<file path="config.mk">
export PLATFORM = sky130hd
export DESIGN_NAME = sigmoid_neuron_connection_table
export DESIGN_NICKNAME = d
export VERILOG_FILES = /design/src/hw/rtl/snct_pkg.sv /design/src/hw/rtl/snct_ram.sv /design/src/hw/rtl/snct_mac.sv /design/src/hw/rtl/sigmoid_neuron_connection_table.sv
export SDC_FILE = /design/constraint.sdc
export NUM_CORES = 2
export LEC_CHECK = 0
export BUFFER_PORTS_ARGS = -buffer_cell sky130_fd_sc_hd__buf_4
export CORE_ASPECT_RATIO = 0.9
export CORE_UTILIZATION = 40
export CTS_CLUSTER_DIAMETER = 80
export DETAILED_ROUTE_END_ITERATION = 7
export GPL_ROUTABILITY_DRIVEN = 0
export PLACE_DENSITY = 0.62
export SLEW_MARGIN = 5
export SYNTH_ARGS = -nofsm -noshare
export SYNTH_HDL_FRONTEND = slang
export SYNTH_HIERARCHICAL = 1
export SYNTH_SLANG_ARGS = --single-unit
</file>
<file path="constraint.sdc">
create_clock -name clk -period 9.7 [get_ports clk]
set_input_delay 1.94 -clock clk [delete_from_list [all_inputs] [get_ports clk]]
set_output_delay 1.94 -clock clk [all_outputs]
set_load 0.01 [all_outputs]
</file>
<file path="src/hw/rtl/snct_pkg.sv">
package snct_pkg;

  // field widths fixed by the item format
  localparam int Q_W     = 16;
  localparam int COORD_W = 8;
  localparam int PROD_W  = 2 * Q_W;
  // sum bit that carries the +/-8.0 boundary in Q8.24
  localparam int SAT_BIT = 27;

  typedef enum logic [1:0] {
    FUNC_LOAD    = 2'd0,
    FUNC_DELIVER = 2'd1,
    FUNC_COMPUTE = 2'd2,
    FUNC_NOP     = 2'd3
  } func_t;

  typedef enum logic [2:0] {
    ST_IDLE,
    ST_WALK,
    ST_DRAIN,
    ST_LOOKUP,
    ST_FINISH
  } state_t;

  // input word
  typedef struct packed {
    func_t                     func;
    logic [COORD_W-1:0]        src_x;
    logic [COORD_W-1:0]        src_y;
    logic signed [Q_W-1:0]     value;
  } in_word_t;

  // result word
  typedef struct packed {
    logic [Q_W-1:0] neuron_out;
    logic           status;
  } out_word_t;

  // one connection entry as stored in the table memory
  typedef struct packed {
    logic [COORD_W-1:0]    src_x;
    logic [COORD_W-1:0]    src_y;
    logic signed [Q_W-1:0] weight;
    logic signed [Q_W-1:0] value;
  } conn_t;

  localparam int CONN_W = $bits(conn_t);

  // controls from the sequencer to the multiply-accumulate unit
  typedef struct packed {
    logic clear;
    logic mul_en;
    logic acc_en;
    logic lookup;
  } mac_ctrl_t;

  typedef logic [255:0][Q_W-1:0] sig_tab_t;

  localparam logic [63:0] Q62_ONE = 64'd1 << 62;

  // shift-subtract division, elaboration only
  function automatic logic [63:0] udiv64(input logic [63:0] a, input logic [63:0] b);
    logic [63:0] q;
    logic [64:0] r;
    q = '0;
    r = '0;
    for (int i = 63; i >= 0; i--) begin
      r = {r[63:0], a[i]};
      if (r >= {1'b0, b}) begin
        r    = r - {1'b0, b};
        q[i] = 1'b1;
      end
    end
    return q;
  endfunction

  // floor(a*b / 2^62)
  function automatic logic [63:0] mul_q62(input logic [63:0] a, input logic [63:0] b);
    logic [127:0] p;
    p = 128'(a) * 128'(b);
    return p[125:62];
  endfunction

  // round(65535*sigmoid(k/16-8)) for k = 0..255
  function automatic sig_tab_t sigmoid_table();
    logic [128:0][63:0] e_pow;
    logic [63:0]        step;
    logic [63:0]        term;
    logic [63:0]        e;
    logic [63:0]        e40;
    logic [63:0]        num;
    logic [63:0]        den;
    logic [63:0]        q;
    logic [7:0]         mm;
    sig_tab_t           tab;
    step = '0;
    term = Q62_ONE;
    // exp(-1/16) by its series
    for (int n = 0; n < 24; n++) begin
      if (n > 0) term = udiv64(term, 64'(16 * n));
      if ((n % 2) == 1) step = step - term;
      else              step = step + term;
    end
    e = Q62_ONE;
    e_pow[0] = e;
    for (int m = 1; m <= 128; m++) begin
      e = mul_q62(e, step);
      e_pow[8'(m)] = e;
    end
    for (int k = 0; k < 256; k++) begin
      mm  = (k < 128) ? 8'(128 - k) : 8'(k - 128);
      e40 = e_pow[mm] >> 22;
      den = (64'd1 << 40) + e40;
      num = (k < 128) ? 64'd65535 * e40 : 64'd65535 << 40;
      q   = udiv64(2 * num + den, 2 * den);
      tab[8'(k)] = q[Q_W-1:0];
    end
    return tab;
  endfunction

  localparam sig_tab_t SIGMOID_TAB = sigmoid_table();

endpackage

</file>
<file path="src/hw/rtl/snct_ram.sv">
module snct_ram #(
  parameter int WIDTH = 8,
  parameter int DEPTH = 16,
  parameter int AW    = (DEPTH > 1) ? $clog2(DEPTH) : 1
) (
  input  logic             clk,
  input  logic             we,
  input  logic [AW-1:0]    waddr,
  input  logic [WIDTH-1:0] wdata,
  input  logic             re,
  input  logic [AW-1:0]    raddr,
  output logic [WIDTH-1:0] rdata
);

  logic [WIDTH-1:0] mem [DEPTH];

  // one write port, one registered read port
  always_ff @(posedge clk) begin
    if (we) begin
      mem[waddr] <= wdata;
    end
    if (re) begin
      rdata <= mem[raddr];
    end
  end

endmodule

</file>
<file path="src/hw/rtl/snct_mac.sv">
module snct_mac import snct_pkg::*; #(
  parameter int SUM_W = 40
) (
  input  logic                  clk,
  input  logic                  rst,
  input  mac_ctrl_t             ctrl,
  input  logic signed [Q_W-1:0] weight,
  input  logic signed [Q_W-1:0] value,
  output logic [Q_W-1:0]        activation
);

  logic signed [PROD_W-1:0] prod;
  logic signed [SUM_W-1:0]  sum;
  logic                     in_range;
  logic [7:0]               tab_idx;

  // product register, then accumulator
  always_ff @(posedge clk) begin
    if (ctrl.mul_en) begin
      prod <= weight * value;
    end
    if (ctrl.clear) begin
      sum <= '0;
    end else if (ctrl.acc_en) begin
      sum <= sum + SUM_W'(prod);
    end
  end

  // saturate to [-8,8) and take the 1/16 step index
  always_comb begin
    in_range = (&sum[SUM_W-1:SAT_BIT]) || !(|sum[SUM_W-1:SAT_BIT]);
    if (in_range) begin
      tab_idx = {~sum[SAT_BIT], sum[SAT_BIT-1:SAT_BIT-7]};
    end else if (sum[SUM_W-1]) begin
      tab_idx = 8'h00;
    end else begin
      tab_idx = 8'hFF;
    end
  end

  // last activation
  always_ff @(posedge clk) begin
    if (rst) begin
      activation <= '0;
    end else if (ctrl.lookup) begin
      activation <= SIGMOID_TAB[tab_idx];
    end
  end

  a_clear_zero: assert property (@(posedge clk) disable iff (rst)
    ctrl.clear |=> sum == '0)
    else $error("accumulator not cleared");

  a_acc_after_mul: assert property (@(posedge clk) disable iff (rst)
    ctrl.acc_en |-> $past(ctrl.mul_en))
    else $error("accumulate without a product");

  a_lookup_quiet: assert property (@(posedge clk) disable iff (rst)
    ctrl.lookup |-> !ctrl.mul_en && !ctrl.acc_en && !ctrl.clear)
    else $error("lookup while sum still moving");

endmodule

</file>
<file path="src/hw/rtl/sigmoid_neuron_connection_table.sv">
// Sigmoid neuron with a connection table.
// Input words arrive on item_valid/item_stall/item; one result word per input
// word leaves on result_valid/result_stall/result. A word moves at a clock edge
// where valid is high and stall is low.
// Load appends a connection (or reports status 1 when the table is full),
// deliver writes the value as input of every connection with a matching source,
// compute forms sum(input*weight), saturates it and looks up the sigmoid.
// Every result carries the last computed output.
// The connections live in one memory with a single registered read port, so
// deliver and compute read one entry per cycle: they walk the stored
// connections, drain the read and product registers and, for compute, look up
// the sigmoid before the result word is written; load and the unused code go
// straight to the result. One word is in work at a time; the next is taken
// once the current result sits in the output register, even while the
// receiver stalls it.
// A stalled result stays in the output register; the block finishes its work
// and waits before writing the next result over it.
// Reset empties the table (count zero) and zeroes the last output; it needs no
// memory clearing pass, since entries at or above the count are never read.
module sigmoid_neuron_connection_table import snct_pkg::*; #(
  parameter int MAX_CONNECTIONS = 64
) (
  input  logic      clk,
  input  logic      rst,
  input  logic      item_valid,
  output logic      item_stall,
  input  in_word_t  item,
  output logic      result_valid,
  input  logic      result_stall,
  output out_word_t result
);

  localparam int AW    = (MAX_CONNECTIONS > 1) ? $clog2(MAX_CONNECTIONS) : 1;
  localparam int CW    = $clog2(MAX_CONNECTIONS + 1);
  localparam int SUM_W = PROD_W + 1 + AW;
  localparam logic [CW-1:0] MAX_COUNT = CW'(MAX_CONNECTIONS);

  state_t          state, state_next;
  logic [CW-1:0]   count;
  logic [CW-1:0]   idx;
  logic [AW-1:0]   rd_addr;
  logic            rd_vld;
  logic            prod_vld;
  logic            status;
  in_word_t        cur;
  logic            accept;
  logic            issue;
  logic            emit;
  logic            load_ok;
  logic            match;
  mac_ctrl_t       ctrl;
  logic            we;
  logic [AW-1:0]   waddr;
  conn_t           wdata;
  conn_t           rdata;
  logic [Q_W-1:0]  activation;

  assign accept  = item_valid && !item_stall;
  assign load_ok = (item.func == FUNC_LOAD) && (count != MAX_COUNT);
  assign match   = (rdata.src_x == cur.src_x) && (rdata.src_y == cur.src_y);

  // next state and sequencing
  always_comb begin
    state_next  = state;
    item_stall  = 1'b1;
    issue       = 1'b0;
    emit        = 1'b0;
    ctrl        = '0;
    unique case (state)
      ST_IDLE: begin
        item_stall = 1'b0;
        if (item_valid) begin
          ctrl.clear = 1'b1;
          unique case (item.func)
            FUNC_LOAD, FUNC_NOP:       state_next = ST_FINISH;
            FUNC_DELIVER, FUNC_COMPUTE: state_next = ST_WALK;
          endcase
        end
      end
      ST_WALK: begin
        if (idx != count) begin
          issue = 1'b1;
        end else begin
          state_next = ST_DRAIN;
        end
      end
      ST_DRAIN: begin
        if (!rd_vld && !prod_vld) begin
          state_next = (cur.func == FUNC_COMPUTE) ? ST_LOOKUP : ST_FINISH;
        end
      end
      ST_LOOKUP: begin
        ctrl.lookup = 1'b1;
        state_next  = ST_FINISH;
      end
      ST_FINISH: begin
        if (!result_valid || !result_stall) begin
          emit       = 1'b1;
          state_next = ST_IDLE;
        end
      end
      default: state_next = ST_IDLE;
    endcase
    ctrl.mul_en = rd_vld && (cur.func == FUNC_COMPUTE);
    ctrl.acc_en = prod_vld;
  end

  // memory write: append on load, write back matching entries on deliver
  always_comb begin
    if (rd_vld) begin
      we    = (cur.func == FUNC_DELIVER) && match;
      waddr = rd_addr;
      wdata = '{src_x: rdata.src_x, src_y: rdata.src_y,
                weight: rdata.weight, value: cur.value};
    end else begin
      we    = accept && load_ok;
      waddr = count[AW-1:0];
      wdata = '{src_x: item.src_x, src_y: item.src_y,
                weight: item.value, value: '0};
    end
  end

  // control registers
  always_ff @(posedge clk) begin
    if (rst) begin
      state        <= ST_IDLE;
      count        <= '0;
      rd_vld       <= 1'b0;
      prod_vld     <= 1'b0;
      result_valid <= 1'b0;
    end else begin
      state    <= state_next;
      rd_vld   <= issue;
      prod_vld <= ctrl.mul_en;
      if (accept && load_ok) begin
        count <= count + 1'b1;
      end
      if (emit) begin
        result_valid <= 1'b1;
      end else if (!result_stall) begin
        result_valid <= 1'b0;
      end
    end
  end

  // payload registers
  always_ff @(posedge clk) begin
    if (accept) begin
      cur    <= item;
      idx    <= '0;
      status <= (item.func == FUNC_LOAD) && (count == MAX_COUNT);
    end else if (issue) begin
      idx <= idx + 1'b1;
    end
    if (issue) begin
      rd_addr <= idx[AW-1:0];
    end
    if (emit) begin
      result.neuron_out <= activation;
      result.status     <= status;
    end
  end

  // read one entry, write back one behind: the two addresses never collide
  snct_ram #(
    .WIDTH (CONN_W),
    .DEPTH (MAX_CONNECTIONS),
    .AW    (AW)
  ) u_ram (
    .clk   (clk),
    .we    (we),
    .waddr (waddr),
    .wdata (wdata),
    .re    (issue),
    .raddr (idx[AW-1:0]),
    .rdata (rdata)
  );

  snct_mac #(
    .SUM_W (SUM_W)
  ) u_mac (
    .clk        (clk),
    .rst        (rst),
    .ctrl       (ctrl),
    .weight     (rdata.weight),
    .value      (rdata.value),
    .activation (activation)
  );

  a_count_bound: assert property (@(posedge clk) disable iff (rst)
    count <= MAX_COUNT)
    else $error("connection count past table depth");

  a_read_written: assert property (@(posedge clk) disable iff (rst)
    rd_vld |-> CW'(rd_addr) < count)
    else $error("read of an entry never written");

  a_idle_empty: assert property (@(posedge clk) disable iff (rst)
    state == ST_IDLE |-> !rd_vld && !prod_vld)
    else $error("walk pipeline busy while idle");

  a_full_drop: assert property (@(posedge clk) disable iff (rst)
    (accept && item.func == FUNC_LOAD && count == MAX_COUNT)
      |=> count == MAX_COUNT && status)
    else $error("load into full table not dropped");

endmodule

</file>
After elaboration in Yosys (flattened, before gate mapping)
Memories as Yosys holds them, arrays and structs flattened. A register that Yosys moved wholly into a read port is not among the register bits.
Cells that the tools add are included.

storage, ports and cells
  flip-flop bits (word level) = 149
  output and inout port bits = 19
  memories kept = 2
  ROM bits = 4096
  logic and storage cells = 88
  input port bits = 38
  RAM bits = 3072

operators by class
  multiply operators = 1
  reductions and logical operators = 22
  mux-type cells = 24
  add/sub/neg operators = 3
  bitwise gates (word level) = 1
  eq/ne operators = 19

memories
  name             words  width  read ports  clocked after memory_dff  wr ports  line            text
  (no name shown)  256    16     1           1                         0         snct_mac.sv:46  activation <= SIGMOID_TAB[tab_idx];
  u_ram.mem        64     48     1           1                         1         snct_ram.sv:15  logic [WIDTH-1:0] mem [DEPTH];

operators by type and width
  cell                                                 count
  2-to-1 mux 48 bit                                    1
  adder 39 x 32 -> 39 bit                              1
  multiplier 16 x 16 -> 32 bit                         1
  equality test 8 bit                                  2
  2-to-1 mux 8 bit                                     2
  2-to-1 mux 3 bit                                     5
  one-hot mux 3 bit (5 select lines)                   1
  adder 7 x 1 -> 7 bit, second input constant          2
  2-to-1 mux 1 bit                                     13
  AND reduction 12 bit                                 1
  OR reduction 12 bit                                  1
  logical AND 1 bit                                    8
  != test 2 bit, second input constant                 4
  equality test 7 bit, second input constant           1
  != test 7 bit                                        1
  != test 7 bit, second input constant                 1
  equality test 2 bit, second input constant           3
  equality test 3 x 2 -> 1 bit, second input constant  2
  2-to-1 mux 6 bit                                     1
  one-hot mux 3 bit (2 select lines)                   1
  logical NOT 1 bit                                    5
  equality test 2 x 1 -> 1 bit, second input constant  2
  AND reduction 4 bit                                  1
  OR reduction 2 bit                                   2
  other kinds (7)                                      8

Depth between registers and ports, before layout
  depth after elaboration = 6
  depth in mapped cells = 23
  mapped depth without buffers = 22

Hierarchy
The synthesis kept the hierarchy.

modules (own cells, without submodules)
  module                           times used  sequential area each (sq um)  cells an instance  area each (sq um)
  snct_ram                         1           93689.9                       4970               117597.8
  snct_mac                         1           2042.0                        2011               17106.4
  sigmoid_neuron_connection_table  1           2142.1                        273                3604.7

Least setup slack after synthesis
No wires, ideal clock.

  kind = input-to-reg
  start = in item_valid
  end = mem u_ram/mem[49][0] (netlist name) (enable)
  path buffers = 1
  required time = 9.187 ns
  library setup time = 0.513 ns
  data arrival time = 6.996 ns
  stages = 7
  path slack = 2.191 ns
  cell sequence = or4b_4 buf_6 a311o_2 o21ai_0 nor2b_1 nand4_1 nor3_1

on the way
  longest elaborated chain between the ends = 5

RTL lines
  element                                 line                                    text
  start, declared                         sigmoid_neuron_connection_table.sv:25   input logic item_valid,
  logical AND 1 bit                       sigmoid_neuron_connection_table.sv:58   assign accept = item_valid && !item_stall;
  logical AND 1 bit                       sigmoid_neuron_connection_table.sv:116  we = accept && load_ok;
  2-to-1 mux 1 bit                        sigmoid_neuron_connection_table.sv:110  if (rd_vld) begin
  net we                                  sigmoid_neuron_connection_table.sv:52   logic we;
  2-to-1 mux 1 bit                        snct_ram.sv:19                          if (we) begin
  2-to-1 mux 1 bit (not written as such)  snct_ram.sv:20                          mem[waddr] <= wdata;
  end, declared                           snct_ram.sv:15

The timed path passes the listed nets, and every way through them passes these cells.

Worst setup path in the final report
  start = reg u_ram.rdata[1] (read register of u_ram.mem)
  end = reg u_mac.prod[30] (data pin)

on the way
  longest elaborated chain between the ends = 1

RTL lines
  element                       line            text
  start, declared               snct_ram.sv:12  output logic [WIDTH-1:0] rdata
  multiplier 16 x 16 -> 32 bit  snct_mac.sv:20  prod <= weight * value;
  end signal, assigned          snct_mac.sv:20
  end, declared                 snct_mac.sv:12  logic signed [PROD_W-1:0] prod;

No other way between the ends.
A chain may end at the register's enable or synchronous reset.

==> flow_summary.toml <==
[floorplan]
die_y_um = 559.9
initial_utilization_pct = 40.26
core-area_um2 = 343600
dieArea_um2 = 348100
fp-row-count = 204
dieWidth_um = 621.8
ios = 57

[critical_path]
cp_common_cell = "fa_1"
cp_max_fo = 16
crit_required_ns = 10.35
slowest_delay_ns = 0.90
reg2reg_slack_ns = 3.08
cp_top_family = "adder cells"
crit_type = "flip-flop to flip-flop"
crit_path_end_kind = "flip-flop"
start_kind = "flip-flop"
cp_num_buf_inv = 3
crit_path_top_delay_cell = "fa_1"
crit_path_cell_trace = "nand2_1 -> inv_1 -> fa_1 -> fa_1 -> fa_1 -> fa_1 -> fa_1 -> inv_1 -> fa_1 -> inv_1 -> ha_1 -> a21oi_1 -> o21ai_0 -> a21o_1 -> a21oi_1 -> nand3_1 -> a2111o_1 -> o211ai_1"
cp.arrival_ns = 7.26

[sta]
clock-skew-final_ns = 0.1018
rsz0062_at_grt = "no"
max_slew_margin_pct = 8.795
min_period_ns = 6.616
setup_viol = 0
drv_slew = 0
period_share_pct = 68.20
hold_viol_final = 0
finalSetupTns_ns = 0
worst_pin_slew_ns = 1.354
fmax_mhz = 151.2

[cts]
root_buffer = "clkbuf_16"
clk_latency_ns = 0.92
clk_path_buf_depth = 4
postCtsSetupRepairBufs = 0
clock-sinks = 3284
cts_tree = "built"
cts_resized = 0
cts_buffers = 319
postCtsHoldBufs = 0
clk_pin_slew_ns = 0.06
cts_max_level = 5

[power_and_ir_drop]
finalPower_mw = 32.54
leakagePower_nw = 50.00
ir_drop_uv = 179.9
pwr_density_cell_nw_per_um2 = 210.2

[run]
cap_violations = 0

[synthesis]
yosysSeqAreaShare_pct = 70.76
synth.yosys.warnings = 6
ys_types = 99
synth_ff_type = "edfxtp_1"
syn_nets = 7691
netlist_instances = 7254
synthArstFlopShare_pct = 0
synth_edf_count = 3210
yosys_register_bits = 3284
synth_area_um2 = 138300
syn_area_per_cell_um2 = 19.07

[final_layout]
fill_cells = 28897
fin_nets = 7894
mostFrequentLayoutCell = "edfxtp_1"
area_growth_pct = 11.92
drive_gt1_share_pct = 21.62
final_cell_mix = "edfxtp_1, mux4_2, clkbuf_16"

[place]
place_hpwl_um = 229200
io_buffers = 56

[global_routing]
grt-ovfl-total = 0
first_global_vias = 73555
antenna_found_initial = 21
grt_max_degree = 123
grt_pass1_wl_um = 555100
grt_usage_pct = 22.20

[run_status]
status = "complete, but fails checks"
violations = "DRC"

[detailed_routing]
first_pass_iters = 8
detail_route.vias_per_cell = 6.071
ant_nets = 0
drt-initial-drc-count = 11090
totalWireLength_um = 393800
dr_total_vias = 74182
drcViolationCount = 1
wl_per_cell_um = 32.23

[hold_path]
hp-class = "flip-flop to flip-flop"
-- worst paths after layout --
path              cells after the start                              start                  endpoint
setup / recovery                     18           u_ram/rdata[1]$_DFFE_PP_  u_mac/prod[30]$_DFFE_PP_
hold / removal                        0  u_mac/activation[14]$_SDFFE_PP0P_      result[15]$_DFFE_PP_
setup reg to reg                     18           u_ram/rdata[1]$_DFFE_PP_  u_mac/prod[30]$_DFFE_PP_
hold reg to reg                       0  u_mac/activation[14]$_SDFFE_PP0P_      result[15]$_DFFE_PP_
-- routing by layer --
| metal | wire, um | global-route usage (%) | vias to the layer above |
|---|---|---|---|
| met5 | 84 | 0 | - |
| li1 | - | - | 29588 |
| met1 | 159500 | 31.87 | 39616 |
| met2 | 178900 | 33.94 | 4266 |
| met4 | 13620 | 6.967 | 14 |
| met3 | 41760 | 4.748 | 698 |
-- logic make-up after synthesis --
family | Yosys count | share of synthesized area (%)
AO/OA/AOI/OAI | 928 | 4.679
XOR/XNOR | 88 | 0.5573
adder cells (fa/ha/maj) | 399 | 5.037
buffers and inverters | 717 | 2.332
flip-flops | 3284 | 70.76
multiplexers | 894 | 13.33
other | 1 | 0.002711
AND/OR/NAND/NOR | 943 | 3.293
-- Yosys cell counts (all sizes together) (9+ instances only) --
| cell | n | area share [%] |
|---|---|---|
| a31oi | 23 | 0.10 |
| mux2i | 92 | 0.67 |
| inv | 325 | 0.88 |
| edfxtp | 3210 | 70 |
| and3 | 9 | 0.041 |
| or2 | 9 | 0.041 |
| clkbuf | 179 | 0.49 |
| ha | 136 | 1.2 |
| nor2b | 39 | 0.18 |
| mux4 | 754 | 12 |
| nor4 | 11 | 0.054 |
| mux2 | 48 | 0.39 |
| a21o | 23 | 0.12 |
| o21a | 10 | 0.054 |
| and2 | 147 | 0.66 |
| o211ai | 29 | 0.16 |
| or3 | 15 | 0.069 |
| xnor2 | 53 | 0.34 |
| nand2b | 34 | 0.15 |
| o21ai | 91 | 0.33 |
| buf | 213 | 0.96 |
| nor3 | 34 | 0.13 |
| a311oi | 19 | 0.12 |
| dfxtp | 74 | 1.1 |
| o22ai | 136 | 0.62 |
| xor2 | 35 | 0.22 |
| a22oi | 79 | 0.43 |
| a221oi | 90 | 0.57 |
| nand2 | 275 | 0.76 |
| nor2 | 269 | 0.73 |
| o221ai | 35 | 0.22 |
| o31ai | 11 | 0.060 |
| fa | 263 | 3.8 |
| nand4 | 21 | 0.10 |
| o2111ai | 9 | 0.057 |
| a22o | 57 | 0.36 |
| nand3b | 9 | 0.049 |
| a31o | 9 | 0.057 |
| a21oi | 196 | 0.73 |
| a211oi | 51 | 0.28 |
| nand3 | 51 | 0.19 |
-- power by group --
part	internal (mW)	switching (mW)	total, mW
clock	6.86	5.25	12.1
combinational	1.96	2.60	4.56
sequential	15.8	0.0729	15.9
total	24.6	7.92	32.5
-- area by class of cell --
type | instances | area (um2) | area share, %
Tap cell | 4532 | 5670 | 3.663
Multi-Input combinational cell | 3253 | 37840 | 24.45
Antenna cell | 6 | 15.01 | 0.009700
Clock inverter | 152 | 1405 | 0.9077
Clock buffer | 394 | 8518 | 5.503
Sequential cell | 3284 | 97900 | 63.24
Timing Repair Buffer | 274 | 2223 | 1.436
Inverter | 325 | 1224 | 0.7905
-- worst reg2reg max path: cells and delay by family (launching register included) --
kind	cells	cell delay, ns
buffers and inverters	3	0.30
flip-flops	1	0.78
AO/OA/AOI/OAI	6	1.13
AND/OR/NAND/NOR	2	0.34
adder cells (fa/ha/maj)	7	3.84
-- state kept, by name, indices dropped and copies added (netlist names) --
register / flops
u_ram/mem: 3072
u_ram/rdata: 48
u_mac/sum: 39
cur: 34
u_mac/prod: 32
result: 17
u_mac/activation: 15
count: 7
idx: 7
rd_addr: 6
state: 3
prod_vld: 1
rd_vld: 1
result_valid: 1
status: 1
-- per-stage QoR --
stage / area [um2] / std cells / util (%) / hold WS, ns / setup slack (ns)
6_report: 154800 / 12220 / 45.05 / 0.4388 / 3.084
5_1_grt: 154800 / 12215 / 45.05 / 0.4502 / 2.777
4_1_cts: 154800 / 12214 / 45.05 / 0.4402 / 3.121
3_5_place_dp: 144800 / 11668 / 42.16 / 0.4243 / 2.686
3_3_place_gp: 144800 / 11666 / 42.15 / 0.4215 / 2.598
2_1_floorplan: 138300 / 7254 / - / 0.4002 / 2.191
Note: power is estimated with default switching activity, not from simulation.
